===== src/design/tpc_pkg.sv =====
// Shared types, constants and arithmetic helpers for the triangle plane clipper.
package tpc_pkg;

    localparam int FRAC_BITS   = 16;
    localparam int WORD_W      = 32;
    localparam int CFG_IDX_W   = 3;
    localparam int NUM_PLANE   = 4;
    localparam int FIFO_DEPTH  = 2;
    localparam int DIV_CNT_W   = $clog2(FRAC_BITS + 1);

    // Register indexes of the configuration port.
    localparam logic [CFG_IDX_W-1:0] REG_PLANE_A = 3'd0;
    localparam logic [CFG_IDX_W-1:0] REG_PLANE_B = 3'd1;
    localparam logic [CFG_IDX_W-1:0] REG_PLANE_C = 3'd2;
    localparam logic [CFG_IDX_W-1:0] REG_PLANE_D = 3'd3;

    localparam logic signed [63:0] SAT_MAX = 64'sd2147483647;
    localparam logic signed [63:0] SAT_MIN = -64'sd2147483648;

    typedef struct packed {
        logic signed [31:0] pos_x;
        logic signed [31:0] pos_y;
        logic signed [31:0] pos_z;
        logic signed [31:0] pos_w;
        logic signed [31:0] tex_s;
        logic signed [31:0] tex_t;
        logic signed [31:0] tex_r;
        logic signed [31:0] tex_q;
    } vertex_t;

    typedef struct packed {
        logic signed [31:0] out_x;
        logic signed [31:0] out_y;
        logic signed [31:0] out_z;
        logic signed [31:0] out_w;
        logic signed [31:0] out_s;
        logic signed [31:0] out_t;
        logic signed [31:0] out_r;
        logic signed [31:0] out_q;
        logic               last_vertex;
    } out_word_t;

    // Vertex viewed as eight words; element 7 is pos_x.
    typedef logic [7:0][WORD_W-1:0] vec_t;

    typedef struct packed {
        vec_t               vtx;
        logic signed [31:0] plane_dist;
    } q_entry_t;

    // Saturate a wide signed value to 32 bits.
    function automatic logic signed [31:0] sat32(input logic signed [63:0] v);
        logic signed [31:0] r;
        if (v > SAT_MAX)
            r = 32'sh7FFFFFFF;
        else if (v < SAT_MIN)
            r = 32'sh80000000;
        else
            r = v[31:0];
        return r;
    endfunction

    // Polygon corner for each emitted vertex of the fan (0,1,2) and (0,2,3).
    function automatic logic [1:0] fan_corner(input logic [2:0] k);
        logic [1:0] r;
        case (k)
            3'd0:    r = 2'd0;
            3'd1:    r = 2'd1;
            3'd2:    r = 2'd2;
            3'd3:    r = 2'd0;
            3'd4:    r = 2'd2;
            3'd5:    r = 2'd3;
            default: r = 2'd0;
        endcase
        return r;
    endfunction

endpackage


===== src/design/tpc_front.sv =====
// Front end: holds the plane, accepts vertices and computes their plane distance.
module tpc_front (
    input  logic                           clk,
    input  logic                           rst_n,
    input  logic                           cfg_we,
    input  logic [tpc_pkg::CFG_IDX_W-1:0]  cfg_index,
    input  logic [tpc_pkg::WORD_W-1:0]     cfg_wdata,
    input  logic                           in_valid,
    output logic                           in_ready,
    input  tpc_pkg::vertex_t               in_data,
    output logic                           push_valid,
    input  logic                           push_ready,
    output tpc_pkg::q_entry_t              push_data
);

    localparam logic [1:0] ST_IDLE = 2'd0;
    localparam logic [1:0] ST_CALC = 2'd1;
    localparam logic [1:0] ST_PUSH = 2'd2;

    logic [1:0]               state_reg, state_next;
    logic [2:0]               k_reg, k_next;
    logic signed [33:0]       acc_reg, acc_next;
    logic signed [63:0]       prod_reg;
    logic signed [31:0]       plane_reg [tpc_pkg::NUM_PLANE];
    tpc_pkg::vec_t            vtx_reg;
    logic [2:0]               fld_idx;
    logic signed [31:0]       term;

    // Plane coefficient registers; unknown indexes are dropped.
    always_ff @(posedge clk or negedge rst_n)
    begin
        if (!rst_n)
        begin
            for (int i = 0; i < tpc_pkg::NUM_PLANE; i++)
            begin
                plane_reg[i] <= '0;
            end
        end
        else if (cfg_we)
        begin
            case (cfg_index)
                tpc_pkg::REG_PLANE_A: plane_reg[0] <= cfg_wdata;
                tpc_pkg::REG_PLANE_B: plane_reg[1] <= cfg_wdata;
                tpc_pkg::REG_PLANE_C: plane_reg[2] <= cfg_wdata;
                tpc_pkg::REG_PLANE_D: plane_reg[3] <= cfg_wdata;
                default: ;
            endcase
        end
    end

    assign in_ready   = (state_reg == ST_IDLE);
    assign push_valid = (state_reg == ST_PUSH);
    assign push_data.vtx        = vtx_reg;
    assign push_data.plane_dist = tpc_pkg::sat32(64'(acc_reg));

    assign fld_idx = 3'd7 - k_reg;
    assign term    = tpc_pkg::sat32(prod_reg >>> tpc_pkg::FRAC_BITS);

    // Dot product sequencer: one product a cycle, each registered and then added to the accumulator.
    always_comb
    begin
        state_next = state_reg;
        k_next     = k_reg;
        acc_next   = acc_reg;
        case (state_reg)
            ST_IDLE:
            begin
                if (in_valid)
                begin
                    state_next = ST_CALC;
                    k_next     = '0;
                    acc_next   = '0;
                end
            end
            ST_CALC:
            begin
                if (k_reg != 3'd0)
                begin
                    acc_next = acc_reg + 34'(term);
                end
                k_next = k_reg + 3'd1;
                if (k_reg == 3'd4)
                begin
                    state_next = ST_PUSH;
                end
            end
            ST_PUSH:
            begin
                if (push_ready)
                begin
                    state_next = ST_IDLE;
                end
            end
            default: state_next = ST_IDLE;
        endcase
    end

    always_ff @(posedge clk or negedge rst_n)
    begin
        if (!rst_n)
        begin
            state_reg <= ST_IDLE;
            k_reg     <= '0;
        end
        else
        begin
            state_reg <= state_next;
            k_reg     <= k_next;
        end
    end

    // Datapath registers.
    always_ff @(posedge clk)
    begin
        acc_reg <= acc_next;
        if (in_valid && in_ready)
        begin
            vtx_reg <= tpc_pkg::vec_t'(in_data);
        end
        if (state_reg == ST_CALC && k_reg != 3'd4)
        begin
            prod_reg <= 64'($signed(vtx_reg[fld_idx])) * 64'(plane_reg[k_reg[1:0]]);
        end
    end

endmodule


===== config.mk =====
export PLATFORM = sky130hd
export DESIGN_NAME = tpc_front
export DESIGN_NICKNAME = d
export VERILOG_FILES = /design/src/design/tpc_pkg.sv /design/src/design/tpc_front.sv
export SDC_FILE = /design/constraint.sdc
export NUM_CORES = 2
export LEC_CHECK = 0
export BUFFER_PORTS_ARGS = -buffer_cell sky130_fd_sc_hd__buf_2
export CORE_MARGIN = 5
export CORE_UTILIZATION = 38
export DETAILED_ROUTE_END_ITERATION = 7
export GPL_ROUTABILITY_DRIVEN = 0
export PLACE_DENSITY = 0.53
export SLEW_MARGIN = 5
export SYNTH_ARGS = -nofsm -noshare
export SYNTH_HDL_FRONTEND = slang
export SYNTH_SLANG_ARGS = --single-unit

===== constraint.sdc =====
create_clock -name clk -period 22.3 [get_ports clk]
set_input_delay 2.23 -clock clk [delete_from_list [all_inputs] [get_ports clk]]
set_output_delay 2.23 -clock clk [all_outputs]
set_load 0.01 [all_outputs]

; After elaboration in Yosys (flattened, before gate mapping)
; Index checks and enable logic that the tools add are counted.
[word_totals]
regBits = 487
input_bits = 296
output_inout_bits = 290
word_cells = 69
[op_classes]
n_addsub = 3
n_mul = 1
magnitude_cmp = 6
eq_ne = 11
muxes = 18
bitwise_logic = 1
n_reduce_logical = 13
[ops]
columns = operator, n
row1 = 2-to-1 mux 32 bit, 7
row2 = binary-select mux 32 bit (select 3 bit), 1
row3 = 2-to-1 mux 34 bit, 2
row4 = one-hot mux 34 bit (2 select lines), 1
row5 = binary-select mux 32 bit (select 2 bit), 1
row6 = multiplier 32 x 32 -> 64 bit, 1
row7 = "> comparator 48 x 32 -> 1 bit, second input constant", 1
row8 = "< comparator 48 x 32 -> 1 bit, second input constant", 1
row9 = adder 34 x 32 -> 34 bit, 1
row10 = "> comparator 34 x 32 -> 1 bit, second input constant", 1
row11 = "< comparator 34 x 32 -> 1 bit, second input constant", 1
row12 = AND reduction 2 bit, 5
row13 = "== test 3 x 2 -> 1 bit, second input constant", 2
row14 = 2-to-1 mux 2 bit, 3
row15 = "inequality test 2 bit, second input constant", 3
row16 = one-hot mux 2 bit (3 select lines), 1
row17 = one-hot mux 3 bit (2 select lines), 1
row18 = AND reduction 3 bit, 2
row19 = "< comparator 3 x 4 -> 1 bit, second input constant", 1
row20 = "adder 3 x 1 -> 3 bit, second input constant", 1
row21 = "== test 3 x 1 -> 1 bit, second input constant", 1
row22 = "== test 3 bit, second input constant", 1
row23 = ">= comparator 3 bit, second input constant", 1
row24 = logical NOT 3 bit, 1
row25 = other kinds (11), 12

; Longest topological paths before layout
[logic_depth]
ltp_word = 6
mapped_depth = 35
mapped_depth_nobuf = 29

; Worst setup path after synthesis
; No wires, ideal clock.
[synth_timing]
path_type = register to register
start = reg k_reg[0]
end = reg prod_reg[62] (data pin)
setup_time_ps = 167
arrival_ps = 9147
t_required_ps = 22133
setup_slack_ps = 12986
stages_incl_launch_ff = 31
path_buffers = 5
period_less_slack_ps = 9314
path_cell_list = dfrtp_1 -> buf_6 -> buf_1 -> buf_2 -> mux4_2 -> clkbuf_1 -> nand2_1 -> inv_1 -> fa_1 -> fa_1 -> fa_1 -> fa_1 -> inv_1 -> fa_1 -> inv_1 -> fa_1 -> inv_1 -> fa_1 -> fa_1 -> inv_1 -> ha_1 -> clkbuf_1 -> a21o_1 -> a21o_1 -> a21oi_1 -> o21bai_1 -> a21oi_1 -> o21bai_1 -> a21oi_1 -> mux2_2 -> a211oi_1
[synth_via]
elab_chain_len = 5
word_cells_on_any_way = 8
cone_classes = 1 x add/sub / 1 x mul / 5 x mux / 1 x bitwise
[synth_lines]
columns = element, line_no
row1 = "start, declared", tpc_front.sv:21  ; logic [2:0] k_reg, k_next;
row2 = "start signal, assigned", tpc_front.sv:108  ; k_reg <= k_next;
row3 = branches (longest 4 deep; another with subtractor 3 bit), --
row4 = multiplier 32 x 32 -> 64 bit (*), tpc_front.sv:122  ; prod_reg <= 64'($signed(vtx_reg[fld_idx])) * 64'(plane_reg[k_reg[1:0]]);
row5 = "end signal, assigned", tpc_front.sv:122
row6 = "end, declared", tpc_front.sv:23  ; logic signed [63:0] prod_reg;
; Mark *: on every way between the ends. The select of a mux whose other input is x is not followed.
; A chain may end at the register's enable or synchronous reset.

; Worst setup path in the final report
[layout_timing]
start = reg k_reg[0]
end = reg prod_reg[58] (data pin)
; Same word-level chain as after synthesis.

==> results.cfg <==
[logic_synthesis]
synth_compound_area_share_pct = 4.468
synth_xor_area_share_pct = 1.333
syn_inst = 5164
seq_area_frac_synth_pct = 24.14
synth_cell_types = 79
synth.cell_area_mm2 = 0.05584
synth_edf_count = 338
muxShareOfSynthArea_pct = 7.798
synthAdderAreaFrac_pct = 43.61
synth.avg_cell_area_um2 = 10.81
yosys_warnings = 0
synth_top_family_by_area = adder cells
synth_fp_nets = 6757
synthFlopType = edfxtp_1
ys_ff_latch = 471
async_flop_share_pct = 28.24
synth-simple-area-share_pct = 10.26

[timing]
slew_headroom_pct = 12.60
setup_viol = 0
drv_slew = 0
rsz0062_at_grt = false
worst_clock_skew_ns = 0.04818
fmaxAchievable_mhz = 91.95
hold_viol_final = 0
period_minus_slack_ns = 10.88
finalSetupTns_ns = 0
worst_pin_slew_ns = 1.311
fin_crit_sh_pct = 48.77

[detailed_routing]
firstDrtPassIters = 6
drt_iter0_markers = 2500
via_per_inst = 5.173
drc_errors = 0
post_drt_wl_per_cell_um = 24.17
dr_total_vias = 39300
antenna_left = 0
drt_wl_total_um = 183700

[critical_path]
endpoint_kind = flip-flop
slowest_delay_ns = 0.83
start_kind = flip-flop
path_common_cell = fa_1
crit_chain = buf_4 -> buf_4 -> mux4_2 -> mux2_2 -> nand2_1 -> fa_1 -> fa_1 -> fa_1 -> fa_1 -> inv_1 -> fa_1 -> fa_1 -> fa_1 -> fa_1 -> ha_1 -> nand4_1 -> nor4_1 -> nand2_1 -> a21oi_1 -> nor3_4 -> o31ai_2 -> a211o_1 -> nand2_1 -> o311a_1
arrival_ns = 11.25
path_class = flip-flop to flip-flop
cp_slowest_cell = dfrtp_4
critPathRequiredTime_ns = 22.67
worstPathMaxFanout = 46

[clocking]
cts_resized = 0
htree_levels = 2
insertion_delay_ns = 0.66
cts_sinks = 471
cts_tree = yes
cts_buffers = 51
cts_setup_buffers = 0
cts_buffer_depth = 3
holdBufCountCts = 0
path_clk_slew_ns = 0.06
cts_root_buf = clkbuf_16

[grt]
grt_pass1_vias = 43960
grt-ovfl-total = 0
grt_pass1_wl_um = 282600
grt_max_degree = 127
antenna_found_initial = 13
grt_use_total_pct = 24.04

[status]
status = complete, no violations

[cells_and_area]
layout.nets = 7225
drive_above_1_share_pct = 19.03
largest_register_ff_count = 256
syn_to_final_growth_pct = 12.78

[flow_run]
cap_violations = 0

[die]
initial_core_util_pct = 38.27
dieArea_mm2 = 0.1547
pin_count = 586
die_h_um = 393.3
num_rows = 140
coreArea_mm2 = 0.1459
die_w_um = 393.3

[placement]
port_buffers = 585
place_hpwl_um = 151600

[hold_path]
hp-class = flip-flop to flip-flop
==> cell families (layout without fill, tap and decap cells) <==
kind of cell | after synthesis | in the layout
and+or+nand+nor | 1374 | 1374
other | 0 | 6
DFF | 471 | 471
xor gates and xnor gates | 85 | 85
buffers and inverters | 1244 | 1754
AOI/OAI and AO/OA | 375 | 375
adders and majority gates | 1297 | 1297
muxes | 318 | 318
==> placed cells by master (no fill, tap or decap), drive strengths merged, types with 55 or more instances in the layout <==
cell type     n
o21ai        73
fa         1082
inv         989
ha          215
dfrtp       133
a21o         93
edfxtp      338
xnor2        55
mux2i        60
nor2        621
mux4         75
a21oi        96
mux2        183
clkbuf       55
buf         670
nand2       539
==> cells in the mapped netlist, types with 57 or more instances <==
library cell	count	area, um^2
fa_1	1082	21660
inv_1	987	3705
nor2_1	620	2327
nand2_1	539	2023
edfxtp_1	338	10150
clkbuf_1	224	840.8
ha_1	215	2690
mux2_2	182	2049
dfrtp_1	133	3328
a21oi_1	96	480.5
a21o_1	93	698.2
mux4_2	75	1689
mux2i_1	60	600.6
o21ai_0	57	285.3
==> stage by stage <==
stage / cells / worst slack [ns] / instance area, um^2 / hold WS (ns) / utilization (%)
2_1_floorplan: 5164 / 12.99 / 55840 / 0.4737 / -
3_3_place_gp: 7496 / 11.50 / 61140 / 0.4836 / 41.90
3_5_place_dp: 7496 / 11.36 / 61140 / 0.4878 / 41.90
4_1_cts: 7591 / 11.33 / 62960 / 0.5025 / 43.15
5_1_grt: 7592 / 10.79 / 62970 / 0.5132 / 43.15
6_report: 7597 / 11.42 / 62980 / 0.5017 / 43.16
==> path summary, 6_finish.rpt <==
check	end	slack, ns	start	depth (start not counted)
setup reg to reg	prod_reg[58]$_DFFE_PP_	11.42	k_reg[0]$_DFFE_PN0P_	24
min in group asynchronous	plane_reg[24]$_DFFE_PN0P_	1.58	rst_n	1
hold reg to reg	plane_reg[14]$_DFFE_PN0P_	0.50	plane_reg[14]$_DFFE_PN0P_	1
hold / removal	plane_reg[14]$_DFFE_PN0P_	0.50	plane_reg[14]$_DFFE_PN0P_	1
max in group asynchronous	plane_reg[111]$_DFFE_PN0P_	19.32	rst_n	2
setup / recovery	prod_reg[58]$_DFFE_PP_	11.42	k_reg[0]$_DFFE_PN0P_	24
==> routing by layer <==
metal | track usage [%] | vias to the layer above | wire length, um
met4 | 7.442 | 22 | 6651
met2 | 41.98 | 1292 | 92010
met5 | 0.2193 | - | 165
met1 | 30.59 | 20730 | 73910
li1 | - | 16980 | -
met3 | 4.043 | 278 | 10920
==> worst max-delay path, delay by kind of cell, from the launching register on <==
kind / cells / cell delay [ns]
AND/OR/NAND/NOR: 6 / 1.33
multiplexers: 2 / 1.16
AO/OA/AOI/OAI: 4 / 1.22
adder cells (fa/ha/maj): 9 / 4.46
flip-flops: 1 / 0.83
buffers and inverters: 3 / 1.47
==> area by class of cell <==
cell class	instances	area (um^2)
Inverter	989	3720
Multi-Input combinational cell	3449	37960
Clock buffer	55	1291
Timing Repair Buffer	670	3572
Tap cell	1917	2399
Fill cell	14080	82940
Clock inverter	40	531.8
Antenna cell	6	15.01
Sequential cell	471	13490
Power is left out: the tool's default activity adds up to more than one toggle a clock period on the data nets, which glitch-free logic cannot reach.
