==> src/design/tpc_pkg.sv <==
// Shared types, constants and arithmetic helpers for the triangle plane clipper.
package tpc_pkg;

    localparam int FRAC_BITS   = 16;
    localparam int WORD_W      = 32;
    localparam int CFG_IDX_W   = 3;
    localparam int NUM_PLANE   = 4;
    localparam int FIFO_DEPTH  = 2;
    localparam int DIV_CNT_W   = $clog2(FRAC_BITS + 1);

    // Register indexes of the configuration port.
    localparam logic [CFG_IDX_W-1:0] REG_PLANE_A = 3'd0;
    localparam logic [CFG_IDX_W-1:0] REG_PLANE_B = 3'd1;
    localparam logic [CFG_IDX_W-1:0] REG_PLANE_C = 3'd2;
    localparam logic [CFG_IDX_W-1:0] REG_PLANE_D = 3'd3;

    localparam logic signed [63:0] SAT_MAX = 64'sd2147483647;
    localparam logic signed [63:0] SAT_MIN = -64'sd2147483648;

    typedef struct packed {
        logic signed [31:0] pos_x;
        logic signed [31:0] pos_y;
        logic signed [31:0] pos_z;
        logic signed [31:0] pos_w;
        logic signed [31:0] tex_s;
        logic signed [31:0] tex_t;
        logic signed [31:0] tex_r;
        logic signed [31:0] tex_q;
    } vertex_t;

    typedef struct packed {
        logic signed [31:0] out_x;
        logic signed [31:0] out_y;
        logic signed [31:0] out_z;
        logic signed [31:0] out_w;
        logic signed [31:0] out_s;
        logic signed [31:0] out_t;
        logic signed [31:0] out_r;
        logic signed [31:0] out_q;
        logic               last_vertex;
    } out_word_t;

    // Vertex viewed as eight words; element 7 is pos_x.
    typedef logic [7:0][WORD_W-1:0] vec_t;

    typedef struct packed {
        vec_t               vtx;
        logic signed [31:0] plane_dist;
    } q_entry_t;

    // Saturate a wide signed value to 32 bits.
    function automatic logic signed [31:0] sat32(input logic signed [63:0] v);
        logic signed [31:0] r;
        if (v > SAT_MAX)
            r = 32'sh7FFFFFFF;
        else if (v < SAT_MIN)
            r = 32'sh80000000;
        else
            r = v[31:0];
        return r;
    endfunction

    // Polygon corner for each emitted vertex of the fan (0,1,2) and (0,2,3).
    function automatic logic [1:0] fan_corner(input logic [2:0] k);
        logic [1:0] r;
        case (k)
            3'd0:    r = 2'd0;
            3'd1:    r = 2'd1;
            3'd2:    r = 2'd2;
            3'd3:    r = 2'd0;
            3'd4:    r = 2'd2;
            3'd5:    r = 2'd3;
            default: r = 2'd0;
        endcase
        return r;
    endfunction

endpackage

==> src/design/tpc_fifo.sv <==
// Short queue of classified vertices between the front and back ends.
module tpc_fifo (
    input  logic              clk,
    input  logic              rst_n,
    input  logic              push_valid,
    output logic              push_ready,
    input  tpc_pkg::q_entry_t push_data,
    output logic              pop_valid,
    input  logic              pop_ready,
    output tpc_pkg::q_entry_t pop_data
);

    localparam int PTR_W = $clog2(tpc_pkg::FIFO_DEPTH);

    tpc_pkg::q_entry_t           mem [tpc_pkg::FIFO_DEPTH];
    logic [PTR_W-1:0]            wptr_reg, rptr_reg;
    logic [PTR_W:0]              count_reg;
    logic                        do_push, do_pop;

    assign push_ready = (count_reg != PTR_W'(0) + (PTR_W+1)'(tpc_pkg::FIFO_DEPTH));
    assign pop_valid  = (count_reg != '0);
    assign pop_data   = mem[rptr_reg];
    assign do_push    = push_valid && push_ready;
    assign do_pop     = pop_valid && pop_ready;

    always_ff @(posedge clk)
    begin
        if (do_push)
        begin
            mem[wptr_reg] <= push_data;
        end
    end

    // Pointers wrap naturally at a power-of-two depth.
    always_ff @(posedge clk or negedge rst_n)
    begin
        if (!rst_n)
        begin
            wptr_reg  <= '0;
            rptr_reg  <= '0;
            count_reg <= '0;
        end
        else
        begin
            if (do_push)
            begin
                wptr_reg <= wptr_reg + PTR_W'(1);
            end
            if (do_pop)
            begin
                rptr_reg <= rptr_reg + PTR_W'(1);
            end
            if (do_push && !do_pop)
            begin
                count_reg <= count_reg + (PTR_W+1)'(1);
            end
            else if (do_pop && !do_push)
            begin
                count_reg <= count_reg - (PTR_W+1)'(1);
            end
        end
    end

endmodule

==> config.mk <==
export PLATFORM = sky130hd
export DESIGN_NAME = tpc_fifo
export DESIGN_NICKNAME = d
export VERILOG_FILES = /design/src/design/tpc_pkg.sv /design/src/design/tpc_fifo.sv
export SDC_FILE = /design/constraint.sdc
export NUM_CORES = 1
export LEC_CHECK = 0
export BUFFER_PORTS_ARGS = -buffer_cell sky130_fd_sc_hd__buf_2
export CAP_MARGIN = 0
export CORE_AREA = 5 5 222 224
export DETAILED_ROUTE_END_ITERATION = 8
export DIE_AREA = 0 0 227 229
export PLACE_DENSITY = 0.72
export SYNTH_ARGS = -nofsm -noshare
export SYNTH_HDL_FRONTEND = slang
export SYNTH_SLANG_ARGS = --single-unit
==> constraint.sdc <==
create_clock -name clk -period 33.9 [get_ports clk]
set_input_delay 3.39 -clock clk [delete_from_list [all_inputs] [get_ports clk]]
set_output_delay 3.39 -clock clk [all_outputs]
set_load 0.1 [all_outputs]
Word-level counts from Yosys, hierarchy flattened
Memory sizes are Yosys's and may differ from the RTL's. Cells that the tools add are included. W data, S select, Z words.

Add/sub/neg operators: 4. Equality and inequality tests: 1. Mux-type cells: 4. Reductions and logical operators: 8.

Operators by type and width (count): $logic_and A1 B1 Y1 (4); $mux W2 (2); $reduce_bool A2 Y1 (2); $add A1 B1 Y1 const B (2); $add A2 B1 Y2 const B (1); $logic_not A1 Y1 (2); $mux W1 (2); $ne A2 B2 Y1 const B (1); $sub A2 B1 Y2 const B (1).

Register bits: 4. RAM bits: 576. Bits of input ports: 292. Output and inout port bits: 290. Memories: 1.

Memory list: mem (words 2, bits a word 288, read ports 1, clocked after Yosys merged registers in 0, write ports 1, RTL line tpc_fifo.sv:15) `tpc_pkg::q_entry_t mem [tpc_pkg::FIFO_DEPTH];`.

Logic depth before layout (Yosys ltp)
Gate-level depths: netlist (run 1).

Word-level depth: 6. Gate-level depth with buffers: 7. Mapped depth without buffers: 7.

Worst setup path before layout (run 1)
OpenSTA, ideal clock, no wires.

Path kind: input to register. From: input push_valid. To: memory mem[0][0] (netlist bit) (enable). Setup time: 944 ps. Arrival: 15472 ps. Data required time: 32956 ps. Slack: 17484 ps. Cell stages on the path: 2. Path buffers: 0. Cell sequence: nand2_1 -> nor2_1.

Word-level cells in the longest chain between the ends: 3.

RTL lines: start, declared (RTL line tpc_fifo.sv:5) `input logic push_valid,`; $logic_and A1 B1 Y1 (RTL line tpc_fifo.sv:23) `assign do_push = push_valid && push_ready;`; $mux W1 (RTL line tpc_fifo.sv:28) `if (do_push)`; $mux W1 (not written as such) (RTL line tpc_fifo.sv:30) `mem[wptr_reg] <= push_data;`; end, declared (RTL line tpc_fifo.sv:15).

No other way between the ends.

==> impl_metrics.tcl, run 1 <==
set metrics [dict create \
    place_congestion 0.814 \
    synth_common_cells "576 x edfxtp_1, 200 x mux2_4, 88 x mux2_2" \
    ys.flop_type "edfxtp_1" \
    postCtsSetupRepairBufs 0 \
    hold_depth 1 \
    synth.distinct_cells 15 \
    timing.slew.headroom 0.145 \
    yosysWarnings 0 \
    drive_gt1_frac 0.616 \
    ys_seq_elements 580 \
    drt-pass1-iter-count 4 \
    die_w_um 227 \
    grt_start_max_net_pins 152 \
    routed_wl_mm 47.7 \
    nets 1824 \
    io_buffers 581 \
    die_height_um 229 \
    reg2reg_from "count_reg[0]" \
    synth_top_cell_area_share 0.793 \
    yosys.area.top_type "edfxtp_1" \
    syn2layout_area_growth_pct 24.6 \
    ff2ff_setup_slack_ns 30.13 \
    worstPathRequired_ns 30.51 \
    worstSetupPathType "reg2out" \
    synth_area_per_cell_um2 23.9 \
    synth_most_common_cell "edfxtp_1" \
    rows 80 \
    drcViolationCount 0 \
    clockRootBuffer "clkbuf_16" \
    finalSetupViolCount 0 \
    grt_pass1_wl_mm 69.5 \
    fin_crit_sh 0.217 \
    crit_buf_inv 3 \
    worst_path_dominant_cell_family "buffers and inverters" \
    synth_fp_nets 1207 \
    syn_inst 914 \
    clock_sinks 580 \
    synth_async_sr_flop_share 0.00690 \
    finalSetupTns_ns 0 \
    dr_total_vias 10875 \
    multi_input_area_um2 4100 \
    cts_resized 0 \
    fin_skew_ns 0.0247 \
    die_area_um2 52000 \
    clkSlewWorstSetupHoldPaths_ns 0.06 \
    worst_hold_slack_ns 0.494 \
    dp.final_hpwl_mm 33.3 \
    grt_use_total 0.176 \
    slowest_stage "buf_4" \
    clock_path_buffers 3 \
    outcome "finished clean" \
    start_util 0.462 \
    cts_tree "done" \
    cts_buffers 56 \
    crit_fanout 58 \
    syn-cell-area_um2 21800 \
    avgRoutedWirePerCell_um 21.7 \
    drv_cap 0 \
    htree_num_levels 2 \
    antenna_found_initial 16 \
    hold_viol_final 0 \
    fmax_ghz 0.136 \
    drv_slew 0 \
    seq_area_um2 17400 \
    layout_min_cycle_time_ns 7.37 \
    crit_chain "buf_4 > buf_4 > mux2_4 > buf_2" \
    core_um2 47100 \
    tightest_slew_ns 1.28 \
    rsz0062_at_grt "false" \
    hold_path_end "count_reg[1]" \
    ioPinCount 582 \
    cts_hold_buf 0 \
    layout.filler_cells 3497 \
    worstPathArrival_ns 3.98 \
    clock_latency_ns 0.59 \
    overflow 0 \
    dp.cells 2088 \
    reg2regPathDepth 6 \
    worstReg2RegEnd "mem[0][108]" \
    synth-seq-area-share 0.798 \
    netlist_top_cells_area "edfxtp_1 79%, mux2_4 14%, mux2_2 4.5%" \
    grt_pass1_vias 11593 \
    largest_reg_flops 576 \
    cp-end-kind "output pin" \
    hold_path_class "reg2reg" \
    startpoint_type "flip-flop" \
    path_common_cell "buf_4" \
    hold_start "count_reg[1]" \
    antenna_left 0 \
    avgViaCountPerCell 4.95 \
    max_stage_delay_ns 0.93 \
    final_cell_count_no_fill 2196 \
    drt_iter0_drc 622 \
    synth_edf_count 576 \
]
[worst reg2reg max path, stage by stage (launching register included)]
cell      delay, ns
dfrtp_1        0.41
nand2b_1       0.19
nand2_1        0.16
nor2_4         0.10
buf_4          0.74
buf_4          0.86
buf_4          0.86
[layout by cell type (no fill, tap or decap)]
cell / instances
clkinv_2: 13
buf_2: 581
buf_4: 9
buf_12: 1
clkbuf_1: 10
clkinv_4: 1
clkbuf_16: 58
mux2_4: 200
dfrtp_1: 3
dfrtp_4: 1
ha_1: 1
clkinv_8: 1
or2_2: 1
diode_2: 9
xor2_1: 2
clkinv_1: 3
and3_4: 1
nand2_1: 2
nor2_4: 1
clkinvlp_4: 3
nand2b_1: 1
nor2_1: 1
xnor2_1: 3
edfxtp_1: 576
inv_1: 1
inv_6: 2
mux2_2: 88
bufinv_16: 8
[cells by family (layout without fill, tap and decap cells)]
logic type	Yosys count	in the layout	share of synthesized area
AND/OR/NAND/NOR	7	7	0.00155
buffers and inverters	33	691	0.0147
flip-flops	580	580	0.798
other	0	9	0
XOR/XNOR	5	5	0.00201
adder cells (fa/ha/maj)	1	1	0.000574
multiplexers	288	288	0.183
[through the flow]
step	worst slack, ns	utilization	area, um^2
6_report	26.53	0.576	27200
3_3_place_gp	27.19	0.536	25300
3_5_place_dp	27.10	0.536	25300
4_1_cts	26.45	0.576	27100
5_1_grt	26.32	0.576	27200
2_1_floorplan	17.48	-	21800
[layer usage]
| metal | vias up | GRT usage | part of all wire |
|---|---|---|---|
| met3 | 96 | 0.0676 | 0.11 |
| li1 | 4903 | - | - |
| met2 | 461 | 0.293 | 0.49 |
| met4 | 16 | 0.0605 | 0.028 |
| met5 | - | 0 | 0.0022 |
| met1 | 5399 | 0.211 | 0.37 |
[worst max-delay path by stage]
stage	startpoint	to	slack (ns)	depth (start not counted)
detailed placement	rptr_reg	pop_data[125]	27.10	4
CTS	rptr_reg	pop_data[125]	26.45	4
finish	rptr_reg	pop_data[125]	26.53	4
floorplan	push_valid	mem[0][0]	17.48	2
global route	rptr_reg	pop_data[125]	26.32	4
global placement	rptr_reg	pop_data[163]	27.19	4
[cell type report]
cell class,count,area share
inverters,1,0.000138
clock inverters,31,0.0141
well taps,615,0.0283
diodes,9,0.000829
multi-input cells,301,0.151
flip-flops and latches,580,0.641
clock buffers,68,0.0548
repair buffers,591,0.110
Power of run 1 is not shown: default switching activity piles up to over one toggle a cycle in this logic, so the estimate is an artifact.
==> run 2, diff against run 1 <==
Settings changed: CORE_AREA 5 5 222 224 to unset, CORE_MARGIN set to 5, CORE_UTILIZATION set to 47, DIE_AREA 0 0 227 229 to unset, PLACE_DENSITY 0.72 to 0.75.
Clock period 33.9 ns to 6.5 ns, I/O delays scaled along.
==> impl_metrics.tcl, run 2 (synthesis results as in run 1) <==
set metrics [dict create \
    die_height_um 225 \
    startpoint_type "flip-flop" \
    hold_path_class "in2reg" \
    grt_use_total 0.182 \
    cp-end-kind "output pin" \
    drive_gt1_frac 0.609 \
    slowest_stage "dfrtp_4" \
    dr_total_vias 10925 \
    postCtsSetupRepairBufs 0 \
    worstPathRequired_ns 5.85 \
    ioPinCount 582 \
    clock_sinks 580 \
    die_area_um2 50800 \
    largest_reg_flops 576 \
    worstPathArrival_ns 3.14 \
    antenna_left 0 \
    grt_pass1_wl_mm 69.8 \
    worstSetupPathType "reg2out" \
    max_stage_delay_ns 0.88 \
    cts_tree "done" \
    start_util 0.471 \
    core_um2 46300 \
    worst_hold_slack_ns 0.247 \
    hold_viol_final 0 \
    tightest_slew_ns 1.12 \
    reg2regPathDepth 5 \
    timing.slew.headroom 0.256 \
    finalSetupViolCount 0 \
    crit_chain "buf_12 > mux2_4 > buf_2" \
    clock_path_buffers 3 \
    drcViolationCount 0 \
    finalSetupTns_ns 0 \
    htree_num_levels 2 \
    routed_wl_mm 48.5 \
    grt_start_max_net_pins 190 \
    avgViaCountPerCell 4.98 \
    layout_commonest_cell "buf_2" \
    io_buffers 581 \
    place_congestion 0.819 \
    post-route-cell-area_um2 27000 \
    clkSlewWorstSetupHoldPaths_ns 0.06 \
    cp-startpoint "rptr_reg" \
    drt-pass1-iter-count 5 \
    rsz0062_at_grt "false" \
    rows 79 \
    hold_depth 1 \
    fin_crit_sh 0.583 \
    ff2ff_setup_slack_ns 3.58 \
    fmax_ghz 0.264 \
    drv_cap 0 \
    overflow 0 \
    die_w_um 225 \
    final_cell_mix "581 x buf_2, 576 x edfxtp_1, 200 x mux2_4, 88 x mux2_2, 57 x clkbuf_16" \
    nets 1823 \
    grt_pass1_vias 11682 \
    clock_latency_ns 0.58 \
    crit_fanout 127 \
    worstReg2RegEnd "mem[0][160]" \
    crit_end "pop_data[94]" \
    reg2reg_from "count_reg[0]" \
    final_core_util 0.584 \
    dp.final_hpwl_mm 33.8 \
    fin_skew_ns 0.0184 \
    drv_slew 0 \
    antenna_found_initial 17 \
    cts_buffers 56 \
    syn2layout_area_growth_pct 23.8 \
    outcome "finished clean" \
    drt_iter0_drc 768 \
    layout_min_cycle_time_ns 3.79 \
    clockRootBuffer "clkbuf_16" \
    avgRoutedWirePerCell_um 22.1 \
    placed_cell_area_um2 25300 \
]
[run 2: cell count changes in the layout (fill, tap and decap cells not counted), sizes merged]
cell         delta
clkinv          +9
bufinv          -6
diode           +4
buf             -2
clkinvlp        -2
clkbuf          +1
dlygate4sd3     +1
inv             -1
[run 2: layer usage]
layer,global-route usage,wire [um],part of all wire
met1,0.216,17600,0.36
met2,0.308,24500,0.50
met3,0.0703,4970,0.10
met4,0.0566,1360,0.028
met5,0,98,0.0020
[run 2: worst max-delay path, delay by kind of cell, from the launching register on]
family | cells | cell delay (ns)
buffers and inverters | 2 | 1.03
DFF | 1 | 0.88
muxes | 1 | 0.31
[run 2: cell type report]
cell class,instances,area (um^2)
multi-input combinational,301,4100
sequential,580,17400
timing repair buffer,590,3030
inverter,1,3.75
clock buffer,69,1470
fill,3394,19300
tap,607,759
clock inverter,31,205
antenna,13,32.5
[run 2: timing repair]
action                                 CTS  global route
resized for setup                        0             0
hold buffers                             1             0
endpoints found under the hold margin    4             0
[run 2: per-stage QoR]
step	std cells	setup WS (ns)
floorplan	914	0.267
global placement	2078	3.38
detailed placement	2078	3.37
CTS	2179	2.74
global route	2184	2.64
finish	2192	2.71
[run 2: worst min path at each step]
stage	start	slack [ns]	end
floorplan	rst_n	0.35	count_reg[0]
global placement	rst_n	0.46	wptr_reg
detailed placement	rst_n	0.47	wptr_reg
CTS	push_data[45]	0.20	mem[1][45]
global route	push_data[213]	0.21	mem[1][213]
finish	push_data[45]	0.25	mem[1][45]
Power of run 2 is left out for the same reason.
